==> src/ckm_pkg.sv <==
// ----------------------------------------------------------------------------
// ckm_pkg
// Shared constants and types for the chroma key mask pipeline.
// ----------------------------------------------------------------------------
`default_nettype none

package ckm_pkg;

   // BT.601 chroma coefficients, Q16
   localparam int CB_R_Q16 = 11058;
   localparam int CB_G_Q16 = 21710;
   localparam int CB_B_Q16 = 32768;
   localparam int CR_R_Q16 = 32768;
   localparam int CR_G_Q16 = 27439;
   localparam int CR_B_Q16 = 5329;
   localparam int CHROMA_OFS_Q16 = 128 * 65536;
   localparam int HALF_Q16 = 32768;

   // widths
   localparam int SQ_W   = 18;   // dcb^2 + dcr^2
   localparam int RAD_W  = 34;   // radicand, SQ << 16
   localparam int DIST_W = 17;   // distance, 8 fraction bits
   localparam int NUM_W  = 25;   // 255 * (d - lo)
   localparam int QUO_W  = 8;

   localparam int SQRT_CELLS = RAD_W / 2;   // one result bit per cell
   localparam int DIV_CELLS  = QUO_W;

   // register reset values
   localparam logic [7:0] KEY_CB_RST    = 8'd128;
   localparam logic [7:0] KEY_CR_RST    = 8'd128;
   localparam logic [8:0] TOL_INNER_RST = 9'd30;
   localparam logic [8:0] TOL_OUTER_RST = 9'd200;

   // register indexes
   localparam logic [1:0] REG_KEY_CB    = 2'd0;
   localparam logic [1:0] REG_KEY_CR    = 2'd1;
   localparam logic [1:0] REG_TOL_INNER = 2'd2;
   localparam logic [1:0] REG_TOL_OUTER = 2'd3;

   typedef struct packed {
      logic [RAD_W-1:0] rad;
      logic [RAD_W-1:0] root;
      logic             frame_end;
   } sqrt_data_type;

   typedef struct packed {
      logic [NUM_W-1:0]  rem;
      logic [DIST_W-1:0] dvs;
      logic [QUO_W-1:0]  quo;
      logic              zero;
      logic              full;
      logic              frame_end;
   } div_data_type;

endpackage

`default_nettype wire

==> src/ckm_if.sv <==
// ----------------------------------------------------------------------------
// ckm_if
// Request and response channels of the chroma key mask.
// ----------------------------------------------------------------------------
`default_nettype none

interface ckm_req_if;
   logic       valid;
   logic       ready;
   logic [7:0] red;
   logic [7:0] green;
   logic [7:0] blue;
   logic       frame_end_in;

   modport source (output valid, red, green, blue, frame_end_in, input ready);
   modport sink   (input valid, red, green, blue, frame_end_in, output ready);
endinterface

interface ckm_rsp_if;
   logic       valid;
   logic       ready;
   logic [7:0] mask_value;
   logic       frame_end_out;

   modport source (output valid, mask_value, frame_end_out, input ready);
   modport sink   (input valid, mask_value, frame_end_out, output ready);
endinterface

`default_nettype wire

==> src/ckm_front.sv <==
// ----------------------------------------------------------------------------
// ckm_front
// RGB to Cb/Cr, then squared chroma distance to the key. Two stages.
// ----------------------------------------------------------------------------
`default_nettype none

module ckm_front (
   input  wire logic                     clock,
   input  wire logic                     reset,
   input  wire logic [1:0]               ce,
   input  wire logic                     vin,
   input  wire logic [7:0]               red,
   input  wire logic [7:0]               green,
   input  wire logic [7:0]               blue,
   input  wire logic                     fe_in,
   input  wire logic [7:0]               key_cb,
   input  wire logic [7:0]               key_cr,
   output logic [1:0]                    valid,
   output logic [ckm_pkg::SQ_W-1:0]      sq,
   output logic                          fe_out
);

   logic [24:0] cb_sum, cr_sum;
   logic [8:0]  cb_ff, cr_ff;
   logic        fe0_ff, fe1_ff;
   logic [1:0]  v_ff;
   logic signed [9:0]  dcb, dcr;
   logic signed [19:0] pcb, pcr;
   logic [ckm_pkg::SQ_W-1:0] sq_in, sq_ff;

   // positive terms always cover the negative ones
   assign cb_sum = 25'(ckm_pkg::CHROMA_OFS_Q16 + ckm_pkg::HALF_Q16)
                 + 25'(ckm_pkg::CB_B_Q16 * 32'(blue))
                 - 25'(ckm_pkg::CB_R_Q16 * 32'(red))
                 - 25'(ckm_pkg::CB_G_Q16 * 32'(green));
   assign cr_sum = 25'(ckm_pkg::CHROMA_OFS_Q16 + ckm_pkg::HALF_Q16)
                 + 25'(ckm_pkg::CR_R_Q16 * 32'(red))
                 - 25'(ckm_pkg::CR_G_Q16 * 32'(green))
                 - 25'(ckm_pkg::CR_B_Q16 * 32'(blue));

   assign dcb = $signed({2'b00, key_cb}) - $signed({1'b0, cb_ff});
   assign dcr = $signed({2'b00, key_cr}) - $signed({1'b0, cr_ff});
   assign pcb = dcb * dcb;
   assign pcr = dcr * dcr;
   assign sq_in = ckm_pkg::SQ_W'(pcb) + ckm_pkg::SQ_W'(pcr);

   always_ff @(posedge clock) begin
      if (reset) begin
         v_ff <= '0;
      end else begin
         if (ce[0]) v_ff[0] <= vin;
         if (ce[1]) v_ff[1] <= v_ff[0];
      end
      if (ce[0]) begin
         cb_ff  <= cb_sum[24:16];
         cr_ff  <= cr_sum[24:16];
         fe0_ff <= fe_in;
      end
      if (ce[1]) begin
         sq_ff  <= sq_in;
         fe1_ff <= fe0_ff;
      end
   end

   assign valid  = v_ff;
   assign sq     = sq_ff;
   assign fe_out = fe1_ff;

endmodule

`default_nettype wire

==> src/ckm_sqrt_cell.sv <==
// ----------------------------------------------------------------------------
// ckm_sqrt_cell
// One digit of the bitwise integer square root; fixed bit weight per cell.
// ----------------------------------------------------------------------------
`default_nettype none

module ckm_sqrt_cell #(
   parameter int POS = 0
) (
   input  wire logic                   clock,
   input  wire logic                   reset,
   input  wire logic                   ce,
   input  wire logic                   vin,
   input  wire ckm_pkg::sqrt_data_type din,
   output logic                        vout,
   output ckm_pkg::sqrt_data_type      dout
);

   localparam int SHIFT = 2 * (ckm_pkg::SQRT_CELLS - 1 - POS);
   localparam logic [ckm_pkg::RAD_W-1:0] BIT = ckm_pkg::RAD_W'(1) << SHIFT;

   logic [ckm_pkg::RAD_W-1:0] trial;
   ckm_pkg::sqrt_data_type    d_in, d_ff;
   logic                      v_ff;

   assign trial = din.root + BIT;

   always_comb begin
      d_in = din;
      if (din.rad >= trial) begin
         d_in.rad  = din.rad - trial;
         d_in.root = (din.root >> 1) + BIT;
      end else begin
         d_in.root = din.root >> 1;
      end
   end

   always_ff @(posedge clock) begin
      if (reset) begin
         v_ff <= 1'b0;
      end else if (ce) begin
         v_ff <= vin;
      end
      if (ce) d_ff <= d_in;
   end

   assign vout = v_ff;
   assign dout = d_ff;

endmodule

`default_nettype wire

==> src/ckm_ramp.sv <==
// ----------------------------------------------------------------------------
// ckm_ramp
// Compares distance against the tolerances and sets up the ramp division.
// ----------------------------------------------------------------------------
`default_nettype none

module ckm_ramp (
   input  wire logic                        clock,
   input  wire logic                        reset,
   input  wire logic                        ce,
   input  wire logic                        vin,
   input  wire logic [ckm_pkg::DIST_W-1:0]  distance,
   input  wire logic                        fe_in,
   input  wire logic [8:0]                  tol_inner,
   input  wire logic [8:0]                  tol_outer,
   output logic                             vout,
   output ckm_pkg::div_data_type            dout
);

   logic [ckm_pkg::DIST_W-1:0] lo, hi, x;
   ckm_pkg::div_data_type      d_in, d_ff;
   logic                       v_ff;

   assign lo = {tol_inner, 8'd0};
   assign hi = {tol_outer, 8'd0};
   assign x  = distance - lo;

   always_comb begin
      d_in.zero      = distance < lo;
      d_in.full      = !(distance < lo) && (distance >= hi);
      d_in.dvs       = hi - lo;
      // 255 * x, below 255 * dvs so the quotient fits 8 bits
      d_in.rem       = {x, 8'd0} - ckm_pkg::NUM_W'(x);
      d_in.quo       = '0;
      d_in.frame_end = fe_in;
   end

   always_ff @(posedge clock) begin
      if (reset) begin
         v_ff <= 1'b0;
      end else if (ce) begin
         v_ff <= vin;
      end
      if (ce) d_ff <= d_in;
   end

   assign vout = v_ff;
   assign dout = d_ff;

endmodule

`default_nettype wire

==> src/ckm_div_cell.sv <==
// ----------------------------------------------------------------------------
// ckm_div_cell
// One restoring division step, quotient bit POS.
// ----------------------------------------------------------------------------
`default_nettype none

module ckm_div_cell #(
   parameter int POS = 0
) (
   input  wire logic                  clock,
   input  wire logic                  reset,
   input  wire logic                  ce,
   input  wire logic                  vin,
   input  wire ckm_pkg::div_data_type din,
   output logic                       vout,
   output ckm_pkg::div_data_type      dout
);

   logic [ckm_pkg::NUM_W-1:0] sdiv;
   ckm_pkg::div_data_type     d_in, d_ff;
   logic                      v_ff;

   assign sdiv = ckm_pkg::NUM_W'(din.dvs) << POS;

   always_comb begin
      d_in = din;
      if (din.rem >= sdiv) begin
         d_in.rem      = din.rem - sdiv;
         d_in.quo[POS] = 1'b1;
      end
   end

   always_ff @(posedge clock) begin
      if (reset) begin
         v_ff <= 1'b0;
      end else if (ce) begin
         v_ff <= vin;
      end
      if (ce) d_ff <= d_in;
   end

   assign vout = v_ff;
   assign dout = d_ff;

endmodule

`default_nettype wire

==> src/ycbcr_chroma_key_mask.sv <==
// ----------------------------------------------------------------------------
// ycbcr_chroma_key_mask
// Soft chroma key mask: RGB pixel in, 8-bit key mask out.
// ----------------------------------------------------------------------------
// One RGB request per pixel enters on req; one mask leaves on rsp per request,
// in order, with the frame-end flag carried alongside.
// The datapath is a chain of 28 register stages: two for color conversion and
// squared distance, 17 square root cells (one root bit each), one tolerance
// stage and 8 division cells (one quotient bit each). Throughput is one pixel
// per cycle while rsp.ready stays high.
// Each stage advances when it is empty or the stage after it advances, so
// bubbles close up and a stalled rsp only backs up the full stages; req.ready
// drops once every stage holds a pixel and rsp.ready is low.
// Registers on the APB port: key_cb 0x0, key_cr 0x4, tol_inner 0x8,
// tol_outer 0xC. Write them only while no pixel is in flight.
// Synchronous reset empties the pipeline and restores register defaults.
// ----------------------------------------------------------------------------
`default_nettype none

module ycbcr_chroma_key_mask (
   input  wire logic        clock,
   input  wire logic        reset,
   ckm_req_if.sink          req,
   ckm_rsp_if.source        rsp,
   input  wire logic        csr_psel,
   input  wire logic        csr_penable,
   input  wire logic        csr_pwrite,
   input  wire logic [3:0]  csr_paddr,
   input  wire logic [31:0] csr_pwdata,
   output logic [31:0]      csr_prdata,
   output logic             csr_pready
);

   localparam int NS  = ckm_pkg::SQRT_CELLS;
   localparam int ND  = ckm_pkg::DIV_CELLS;
   localparam int S   = 2 + NS + 1 + ND;
   localparam int SQ0 = 2;
   localparam int RMP = 2 + NS;
   localparam int DV0 = RMP + 1;

   logic [7:0] key_cb_ff, key_cr_ff;
   logic [8:0] tol_inner_ff, tol_outer_ff;
   logic       wr_en;

   // ---------------- register file ----------------
   assign csr_pready = 1'b1;
   assign wr_en = csr_psel && csr_penable && csr_pwrite;

   always_ff @(posedge clock) begin
      if (reset) begin
         key_cb_ff    <= ckm_pkg::KEY_CB_RST;
         key_cr_ff    <= ckm_pkg::KEY_CR_RST;
         tol_inner_ff <= ckm_pkg::TOL_INNER_RST;
         tol_outer_ff <= ckm_pkg::TOL_OUTER_RST;
      end else if (wr_en) begin
         unique case (csr_paddr[3:2])
            ckm_pkg::REG_KEY_CB:    key_cb_ff    <= csr_pwdata[7:0];
            ckm_pkg::REG_KEY_CR:    key_cr_ff    <= csr_pwdata[7:0];
            ckm_pkg::REG_TOL_INNER: tol_inner_ff <= csr_pwdata[8:0];
            ckm_pkg::REG_TOL_OUTER: tol_outer_ff <= csr_pwdata[8:0];
            default: ;
         endcase
      end
   end

   always_comb begin
      unique case (csr_paddr[3:2])
         ckm_pkg::REG_KEY_CB:    csr_prdata = {24'd0, key_cb_ff};
         ckm_pkg::REG_KEY_CR:    csr_prdata = {24'd0, key_cr_ff};
         ckm_pkg::REG_TOL_INNER: csr_prdata = {23'd0, tol_inner_ff};
         ckm_pkg::REG_TOL_OUTER: csr_prdata = {23'd0, tol_outer_ff};
         default:                csr_prdata = '0;
      endcase
   end

   // ---------------- stage advance chain ----------------
   logic [S-1:0] v;
   logic [S:0]   ce;

   assign ce[S] = rsp.ready;
   for (genvar i = 0; i < S; i++) begin : g_ce
      assign ce[i] = !v[i] || ce[i+1];
   end

   assign req.ready = ce[0];

   // ---------------- front ----------------
   logic [ckm_pkg::SQ_W-1:0] sq;
   logic                     sq_fe;

   ckm_front u_front (
      .clock   (clock),
      .reset   (reset),
      .ce      (ce[1:0]),
      .vin     (req.valid),
      .red     (req.red),
      .green   (req.green),
      .blue    (req.blue),
      .fe_in   (req.frame_end_in),
      .key_cb  (key_cb_ff),
      .key_cr  (key_cr_ff),
      .valid   (v[1:0]),
      .sq      (sq),
      .fe_out  (sq_fe)
   );

   // ---------------- square root chain ----------------
   ckm_pkg::sqrt_data_type sd [NS+1];

   assign sd[0].rad       = {sq, 16'd0};
   assign sd[0].root      = '0;
   assign sd[0].frame_end = sq_fe;

   for (genvar i = 0; i < NS; i++) begin : g_sqrt
      ckm_sqrt_cell #(.POS(i)) u_cell (
         .clock (clock),
         .reset (reset),
         .ce    (ce[SQ0+i]),
         .vin   (v[SQ0+i-1]),
         .din   (sd[i]),
         .vout  (v[SQ0+i]),
         .dout  (sd[i+1])
      );
   end

   // ---------------- ramp setup ----------------
   ckm_pkg::div_data_type dd [ND+1];

   ckm_ramp u_ramp (
      .clock     (clock),
      .reset     (reset),
      .ce        (ce[RMP]),
      .vin       (v[RMP-1]),
      .distance  (sd[NS].root[ckm_pkg::DIST_W-1:0]),
      .fe_in     (sd[NS].frame_end),
      .tol_inner (tol_inner_ff),
      .tol_outer (tol_outer_ff),
      .vout      (v[RMP]),
      .dout      (dd[0])
   );

   // ---------------- division chain, MSB first ----------------
   for (genvar i = 0; i < ND; i++) begin : g_div
      ckm_div_cell #(.POS(ND-1-i)) u_cell (
         .clock (clock),
         .reset (reset),
         .ce    (ce[DV0+i]),
         .vin   (v[DV0+i-1]),
         .din   (dd[i]),
         .vout  (v[DV0+i]),
         .dout  (dd[i+1])
      );
   end

   assign rsp.valid         = v[S-1];
   assign rsp.frame_end_out = dd[ND].frame_end;
   assign rsp.mask_value    = dd[ND].full ? 8'd255 :
                              dd[ND].zero ? 8'd0   : dd[ND].quo;

   // ---------------- assertions ----------------
   a_ready_follows_sink: assert property (@(posedge clock) disable iff (reset)
      rsp.ready |-> req.ready)
      else $error("req.ready low while rsp.ready high");

   a_empty_after_reset: assert property (@(posedge clock)
      ($past(reset) && !reset) |-> !rsp.valid)
      else $error("rsp.valid high right after reset");

   a_no_ramp_binary: assert property (@(posedge clock) disable iff (reset)
      (rsp.valid && tol_outer_ff <= tol_inner_ff)
      |-> (rsp.mask_value == 8'd0 || rsp.mask_value == 8'd255))
      else $error("ramp value with outer tolerance not above inner");

endmodule

`default_nettype wire

==> src/flat_wrapper.sv <==
// flat-port wrapper written by rule: the top's interface ports become plain ports
module ycbcr_chroma_key_mask_flat 
  (clock, reset, csr_psel, csr_penable, csr_pwrite, csr_paddr, csr_pwdata, csr_prdata, csr_pready, req_valid, req_red, req_green, req_blue, req_frame_end_in, req_ready, rsp_valid, rsp_mask_value, rsp_frame_end_out, rsp_ready);
  ckm_req_if req_i ();
  ckm_rsp_if rsp_i ();
  input  wire logic clock;
  input  wire logic reset;
  input  wire logic csr_psel;
  input  wire logic csr_penable;
  input  wire logic csr_pwrite;
  input  wire logic [3:0] csr_paddr;
  input  wire logic [31:0] csr_pwdata;
  output logic [31:0] csr_prdata;
  output logic csr_pready;
  input wire logic [$bits(req_i.valid)-1:0] req_valid;
  input wire logic [$bits(req_i.red)-1:0] req_red;
  input wire logic [$bits(req_i.green)-1:0] req_green;
  input wire logic [$bits(req_i.blue)-1:0] req_blue;
  input wire logic [$bits(req_i.frame_end_in)-1:0] req_frame_end_in;
  output wire logic [$bits(req_i.ready)-1:0] req_ready;
  output wire logic [$bits(rsp_i.valid)-1:0] rsp_valid;
  output wire logic [$bits(rsp_i.mask_value)-1:0] rsp_mask_value;
  output wire logic [$bits(rsp_i.frame_end_out)-1:0] rsp_frame_end_out;
  input wire logic [$bits(rsp_i.ready)-1:0] rsp_ready;
  assign req_i.valid = req_valid;
  assign req_i.red = req_red;
  assign req_i.green = req_green;
  assign req_i.blue = req_blue;
  assign req_i.frame_end_in = req_frame_end_in;
  assign req_ready = req_i.ready;
  assign rsp_valid = rsp_i.valid;
  assign rsp_mask_value = rsp_i.mask_value;
  assign rsp_frame_end_out = rsp_i.frame_end_out;
  assign rsp_i.ready = rsp_ready;
  ycbcr_chroma_key_mask u_core (.clock(clock), .reset(reset), .req(req_i), .rsp(rsp_i), .csr_psel(csr_psel), .csr_penable(csr_penable), .csr_pwrite(csr_pwrite), .csr_paddr(csr_paddr), .csr_pwdata(csr_pwdata), .csr_prdata(csr_prdata), .csr_pready(csr_pready));
endmodule
==> config.mk <==
export PLATFORM = sky130hd
export DESIGN_NAME = ycbcr_chroma_key_mask_flat
export DESIGN_NICKNAME = d
export VERILOG_FILES = /design/src/ckm_pkg.sv /design/src/ckm_if.sv /design/src/ckm_front.sv /design/src/ckm_sqrt_cell.sv /design/src/ckm_ramp.sv /design/src/ckm_div_cell.sv /design/src/ycbcr_chroma_key_mask.sv /design/src/flat_wrapper.sv
export SDC_FILE = /design/constraint.sdc
export NUM_CORES = 2
export LEC_CHECK = 0
export BUFFER_PORTS_ARGS = -buffer_cell sky130_fd_sc_hd__buf_4
export CAP_MARGIN = 30
export CORE_ASPECT_RATIO = 0.75
export CORE_MARGIN = 2
export CORE_UTILIZATION = 54
export CTS_CLUSTER_SIZE = 40
export DETAILED_ROUTE_END_ITERATION = 16
export PLACE_DENSITY_LB_ADDON = 0.25
export RECOVER_POWER = 50
export SYNTH_ARGS = -nofsm -noshare
export SYNTH_HDL_FRONTEND = slang
export SYNTH_SLANG_ARGS = --single-unit
==> constraint.sdc <==
create_clock -name clock -period 23.6 [get_ports clock]
set_clock_uncertainty 0.15 [all_clocks]
set_input_delay 1.18 -clock clock [delete_from_list [all_inputs] [get_ports clock]]
set_output_delay 1.18 -clock clock [all_outputs]
set_load 0.01 [all_outputs]
== Word-level counts from Yosys, hierarchy flattened ==
Index checks and enable logic that the tools add are counted.
Storage, ports and cells
  logic and storage cells: 372
  bits in registers: 1621
Cells by class
  $mul: 6
  eq/ne operators: 3
  mux-type cells: 43
  $lt $le $gt $ge: 27
  add/sub/neg operators: 67
  reductions and logical operators: 65
Operators with widths (count)
  34-bit >= comparator: 16
  34-bit 2-to-1 mux: 16
  33-bit 2-to-1 mux: 16
  34-bit subtractor: 15
  25-bit 2-to-1 mux: 7
  32-bit one-hot mux with 4 select lines: 1
  25-bit by 23-bit subtractor with 25-bit output: 3
  24-bit by 23-bit adder with 25-bit output (first input constant): 2
  25-bit by 21-bit subtractor with 25-bit output: 2
  25-bit by 22-bit subtractor with 25-bit output: 2
  13-bit by 8-bit multiplier with 21-bit output (first input constant): 2
  10-bit by 10-bit multiplier with 18-bit output: 2
  33-bit by 11-bit adder with 34-bit output (second input constant): 1
  33-bit by 13-bit adder with 34-bit output (second input constant): 1
  33-bit by 15-bit adder with 34-bit output (second input constant): 1
  33-bit by 17-bit adder with 34-bit output (second input constant): 1
  33-bit by 19-bit adder with 34-bit output (second input constant): 1
  33-bit by 21-bit adder with 34-bit output (second input constant): 1
  33-bit by 23-bit adder with 34-bit output (second input constant): 1
  33-bit by 25-bit adder with 34-bit output (second input constant): 1
  33-bit by 27-bit adder with 34-bit output (second input constant): 1
  33-bit by 29-bit adder with 34-bit output (second input constant): 1
  33-bit by 3-bit adder with 34-bit output (second input constant): 1
  33-bit by 31-bit adder with 34-bit output (second input constant): 1
  other kinds (51): 115

== Depth between registers and ports, before layout ==
  word-level depth: 29
  mapped depth: 33
  depth with buffers taken out: 33

== By module ==
Synthesis repeated with hierarchy kept, for this count alone.
Second synthesis, totals
  cell total of the unflattened synthesis: 13083
  area total of the unflattened synthesis: 133165.2 um^2
Modules (own cells, without submodules)
  ckm_front: cells an instance 1719, seq. area each 1181.1 um^2, area an instance 17035.1 um^2, times used 1
  ckm_sqrt_cell at u_core.g_sqrt[16].u_cell: cells an instance 638, seq. area each 2092.0 um^2, area an instance 5811.8 um^2, times used 1
  ckm_sqrt_cell at u_core.g_sqrt[13].u_cell: cells an instance 576, seq. area each 2092.0 um^2, area an instance 5525.3 um^2, times used 1
  ckm_sqrt_cell at u_core.g_sqrt[15].u_cell: cells an instance 572, seq. area each 2092.0 um^2, area an instance 5516.5 um^2, times used 1
  ckm_sqrt_cell at u_core.g_sqrt[7].u_cell: cells an instance 537, seq. area each 2092.0 um^2, area an instance 5390.2 um^2, times used 1
  ckm_sqrt_cell at u_core.g_sqrt[14].u_cell: cells an instance 568, seq. area each 2092.0 um^2, area an instance 5296.3 um^2, times used 1
  ckm_sqrt_cell at u_core.g_sqrt[12].u_cell: cells an instance 533, seq. area each 2092.0 um^2, area an instance 5287.6 um^2, times used 1
  ckm_sqrt_cell at u_core.g_sqrt[11].u_cell: cells an instance 564, seq. area each 2092.0 um^2, area an instance 5255.0 um^2, times used 1
  ckm_sqrt_cell at u_core.g_sqrt[10].u_cell: cells an instance 557, seq. area each 2092.0 um^2, area an instance 5190.0 um^2, times used 1
  ckm_sqrt_cell at u_core.g_sqrt[6].u_cell: cells an instance 489, seq. area each 2092.0 um^2, area an instance 5153.7 um^2, times used 1
  ckm_sqrt_cell at u_core.g_sqrt[8].u_cell: cells an instance 533, seq. area each 2092.0 um^2, area an instance 5083.6 um^2, times used 1
  ckm_sqrt_cell at u_core.g_sqrt[9].u_cell: cells an instance 525, seq. area each 2092.0 um^2, area an instance 5056.1 um^2, times used 1
  ckm_sqrt_cell at u_core.g_sqrt[3].u_cell: cells an instance 430, seq. area each 2092.0 um^2, area an instance 4903.5 um^2, times used 1
  ckm_sqrt_cell at u_core.g_sqrt[5].u_cell: cells an instance 499, seq. area each 2092.0 um^2, area an instance 4859.7 um^2, times used 1
  +14 rows

== Worst setup path after synthesis ==
No wires, ideal clock.
  path kind: input to register
  start: input req_green[6]
  end: register u_core.u_front.cb_ff[8], data pin
  data required time: 23.192 ns
  arrival time: 7.607 ns
  setup slack: 15.586 ns
  stages on the path: 28
  cells stage by stage: inv_1 fa_1 fa_1 fa_1 inv_1 fa_1 ha_1 o21a_1 o21a_1 a21oi_1 nor2b_1 o21a_1 o21ai_0 nand2b_1 a21oi_1 xnor2_1 fa_1 inv_1 ha_1 ha_1 o21ai_0 a221oi_1 nand2_1 o21ai_0 a211oi_1 o31ai_1 a21oi_1 xnor2_1
On the way
  longest elaborated chain between the ends: 2
Ends and longest elaborated chain
  start: declaration: RTL line flat_wrapper.sv:17  | input wire logic [$bits(req_i.green)-1:0] req_green;
  14-bit by 8-bit multiplier with 22-bit output: RTL line ckm_front.sv:35  | - 25'(ckm_pkg::CB_G_Q16 * 32'(green));
  25-bit by 23-bit subtractor with 25-bit output: RTL line ckm_front.sv:35
  named net u_core.u_front.cb_sum[24]: RTL line ckm_front.sv:23  | logic [24:0] cb_sum, cr_sum;
  end signal: assignment: RTL line ckm_front.sv:55  | cb_ff <= cb_sum[24:16];
  end: declaration: RTL line ckm_front.sv:24  | logic [8:0] cb_ff, cr_ff;
The timed path passes the listed nets, and every way through them passes these cells.
A chain may end at the register's enable or synchronous reset.

== Worst setup path in the final report ==
  start: register u_core.u_front.cr_ff[1]
  end: register u_core.u_front.sq_ff (netlist bit u_core.u_front.sq[16]), data pin
On the way
  longest elaborated chain between the ends: 3
Ends and longest elaborated chain
  start: declaration: RTL line ckm_front.sv:24
  start signal: assignment: RTL line ckm_front.sv:56  | cr_ff <= cr_sum[24:16];
  8-bit by 9-bit subtractor with 10-bit output: RTL line ckm_front.sv:42  | assign dcr = $signed({2'b00, key_cr}) - $signed({1'b0, cr_ff});
  10-bit by 10-bit multiplier with 18-bit output: RTL line ckm_front.sv:44  | assign pcr = dcr * dcr;
  18-bit adder: RTL line ckm_front.sv:45  | assign sq_in = ckm_pkg::SQ_W'(pcb) + ckm_pkg::SQ_W'(pcr);
  named net u_core.u_front.sq_in, one bit: RTL line ckm_front.sv:29  | logic [ckm_pkg::SQ_W-1:0] sq_in, sq_ff;
  end signal: assignment: RTL line ckm_front.sv:60  | sq_ff <= sq_in;
  end: declaration: RTL line ckm_front.sv:29
The timed path passes the listed nets, and every way through them passes these cells.

==> impl_metrics.csv <==
group,metric,value,unit
run_status,outcome,"complete, but fails checks",
run_status,violations,"capacitance limit, slew limit",
critical_path,r2r_cells,28,
logic_synthesis,count_of_flip_flops_with_a_built_in_enable_after_synthesis,880,
critical_path,worst_setup_path_start_kind,"flip-flop",
timing,max_freq,112,MHz
clock_tree,cts.path.max_buffers,3,
drt,route.antenna.remaining_nets,0,
critical_path,critical_path.most_common_cell,"sky130_fd_sc_hd__fa_1",
logic_synthesis,synth.area.top_cells,"sky130_fd_sc_hd__edfxtp_1, sky130_fd_sc_hd__ha_1, sky130_fd_sc_hd__fa_1, sky130_fd_sc_hd__inv_1, sky130_fd_sc_hd__xnor2_1",
clock_tree,root_buffer,"sky130_fd_sc_hd__clkbuf_16",
drt,route.detailed.vias_per_inst,5.32,
critical_path,worst-endpoint-arrival,9190,ps
logic_synthesis,netlist.area_leader.share,0.434,
critical_path,cp_data_required_time,23890,ps
timing,final_max_slew_viol_count,438,
clock_tree,tritoncts_clock_tree,"yes",
clock_tree,post_cts.resized_instances,0,
flow_run,cap_violations,10,
global_routing,first_global_vias,37300,
cells_and_area,fin_nets,6416,
logic_synthesis,synth.most_common_cell,"sky130_fd_sc_hd__edfxtp_1",
global_routing,grt_first_pass_wirelength,194,mm
clock_tree,ctsHtreeMaxLevel,3,
drt,dr_total_vias,37200,
drt,drt_first_iter_violations,2362,
logic_synthesis,synth_seq_cells,942,
logic_synthesis,mapped_cell_area,60800,µm²
logic_synthesis,synth_cell_type_count,80,
die,floorplan.initialDensity,0.545,
placement,detailed_place.area,63300,µm²
placement,place.detailed.hpwl,92.5,mm
global_routing,overflow,0,
placement,gp_congestion,0.890,
logic_synthesis,synth_warnings,0,
drt,drt_pass1_iterations,5,
logic_synthesis,asyncSetResetFlopFracSynth,0,
die,core_area,112000,µm²
drt,post_detailed_routing_wire_length,118,mm
drt,route.detailed.drc,0,
logic_synthesis,netlist.top_cell.by_area,"sky130_fd_sc_hd__edfxtp_1",
clock_tree,clkSlewWorstSetupHoldPaths,70,ps
logic_synthesis,synthCells,5258,
drt,wire_length_per_cell_after_detailed_routing,16.8,µm
worst_hold_path,min_delay_path_depth,0,
logic_synthesis,most_used_flip_flop_cell_after_synthesis,"sky130_fd_sc_hd__edfxtp_1",
die,die_area,115000,µm²
logic_synthesis,synth.yosys.seq_area_share,0.455,
global_routing,number_of_antenna_violations_at_the_first_check_in_global_routing,9,
cells_and_area,n_antenna_cell,0,
clock_tree,hold_fix_buffers_at_cts,0,
placement,place.port_buffers,62,
worst_hold_path,min-delay-path-class,"reg2reg",
critical_path,path_class,"reg2reg",
clock_tree,tritoncts_num_sinks,942,
timing,post-route-period-util,0.377,
cells_and_area,n_fill_cell,8971,
cells_and_area,synth_to_layout_area_growth,9.04,%
cells_and_area,fraction_of_final_layout_cells_with_drive_strength_greater_than_1,0.0586,
global_routing,grt_util_all_layers,0.210,
clock_tree,skew_pair_late_insertion_delay,690,ps
die,std_cell_rows,106,
die,die_h,295,µm
timing,worst_pin_slew,2960,ps
clock_tree,cts_setup_buffers,0,
clock_tree,cts_made_buffers,93,
die,ios,112,
critical_path,cp_slowest_cell,"sky130_fd_sc_hd__nor2_1",
timing,slew_headroom,-0.973,
critical_path,cp_slowest_stage_delay,710,ps
timing,finalSetupViolCount,0,
critical_path,cp-end-kind,"flip-flop",
critical_path,path_max_fanout,16,
timing,hold_viol_final,0,
cells_and_area,postLayoutCellArea,66300,µm²
die,die_x,392,µm
logic_synthesis,synthTopCellsByCount,"sky130_fd_sc_hd__edfxtp_1, sky130_fd_sc_hd__inv_1, sky130_fd_sc_hd__ha_1, sky130_fd_sc_hd__fa_1, sky130_fd_sc_hd__nor2_1",
timing,setup_tns,0,ps
global_routing,grt_start_max_net_pins,63,
timing,final_period_demand_of_the_worst_path,8900,ps
logic_synthesis,synth.avg_cell_area,11.6,µm²
timing,setup_repair_after_global_routing_missed_its_margin,"false",
## routing by layer
layer,vias to the layer above,global-route usage,share of wire,routed length [µm]
li1,18400,-,-,-
met1,17900,0.315,0.49,57600
met2,754,0.322,0.44,51500
met3,162,0.0367,0.054,6390
met4,12,0.0435,0.018,2070
met5,-,0,0.00057,67
## area by class of cell
type / instances / area [µm²] / share of cell area
well taps: 1512 / 1890 / 0.0285
flip-flops and latches: 942 / 27700 / 0.417
inverters: 874 / 3280 / 0.0495
repair buffers: 101 / 795 / 0.0120
clock inverters: 58 / 637 / 0.00960
clock buffers: 116 / 2480 / 0.0373
multi-input cells: 3388 / 29600 / 0.446
## per-stage QoR
step                      instances  utilization  hold slack, ps  setup slack, ps
after global placement         6806        0.566             251            14570
after detailed placement       6814        0.567             255            14490
after CTS                      6988        0.595             256            14630
after global routing           6991        0.595             264            14110
final                          6991        0.595             255            14700
after floorplan                5280            -             250            15590
## path summary, 6_finish.rpt
kind	start	end	slack (ps)
hold reg to reg	u_core.g_div[6].u_cell.dout[1]	u_core.g_div[7].u_cell.dout[1]	260
hold / removal	u_core.g_div[6].u_cell.dout[1]	u_core.g_div[7].u_cell.dout[1]	260
setup reg to reg	u_core.u_front.cr_ff[1]	u_core.u_front.sq[16]	14700
setup / recovery	u_core.u_front.cr_ff[1]	u_core.u_front.sq[16]	14700
## sequential cells by signal, indices dropped and copies added (netlist names)
signal / count
u_core.g_sqrt.u_cell.dout: 507
u_core.u_front.fe0_ff: 1
u_core.u_front.cr_ff: 9
u_core.key_cr_ff: 8
u_core.u_ramp.vout: 1
u_core.u_front.valid: 2
u_core.u_front.sq: 18
u_core.key_cb_ff: 8
u_core.g_div.u_cell.dout: 298
u_core.u_ramp.dout: 37
u_core.g_div.u_cell.vout: 8
u_core.g_sqrt.u_cell.vout: 17
u_core.u_front.cb_ff: 9
u_core.tol_outer_ff: 9
u_core.tol_inner_ff: 9
u_core.u_front.fe_out: 1
## logic make-up (layout without fill, tap and decap cells)
group                    Yosys count  after routing  synth area share
AND/OR/NAND/NOR                 1177           1177            0.0952
buffers and inverters            950           1149            0.0603
adder cells (fa/ha/maj)          948            948             0.237
flip-flops                       942            942             0.455
AO/OA/AOI/OAI                    754            754            0.0783
XOR/XNOR                         392            392            0.0564
multiplexers                      93             93            0.0177
other                              2             24          0.000123
## placed cells by master, fill, tap and decap left out, drive strengths merged, types with 56 or more instances in the layout
master	count
xnor2	229
edfxtp	880
nand3	60
a21o	91
clkbuf	131
ha	606
a21oi	203
xor2	163
buf	86
o21ai	200
fa	342
nor2b	56
nor3	108
nand2	303
nor2	316
inv	875
dfxtp	62
## worst max-delay path: cells and delay by family (launching register included)
family,cells,cell delay (ps)
xor+xnor,1,120
flops,1,360
compound gates,8,1820
buf+inv,6,790
fa+ha+maj,9,4290
simple gates,4,1160
Power is not shown: default switching activity piles up to over one toggle a cycle in this logic, so the estimate is an artifact.
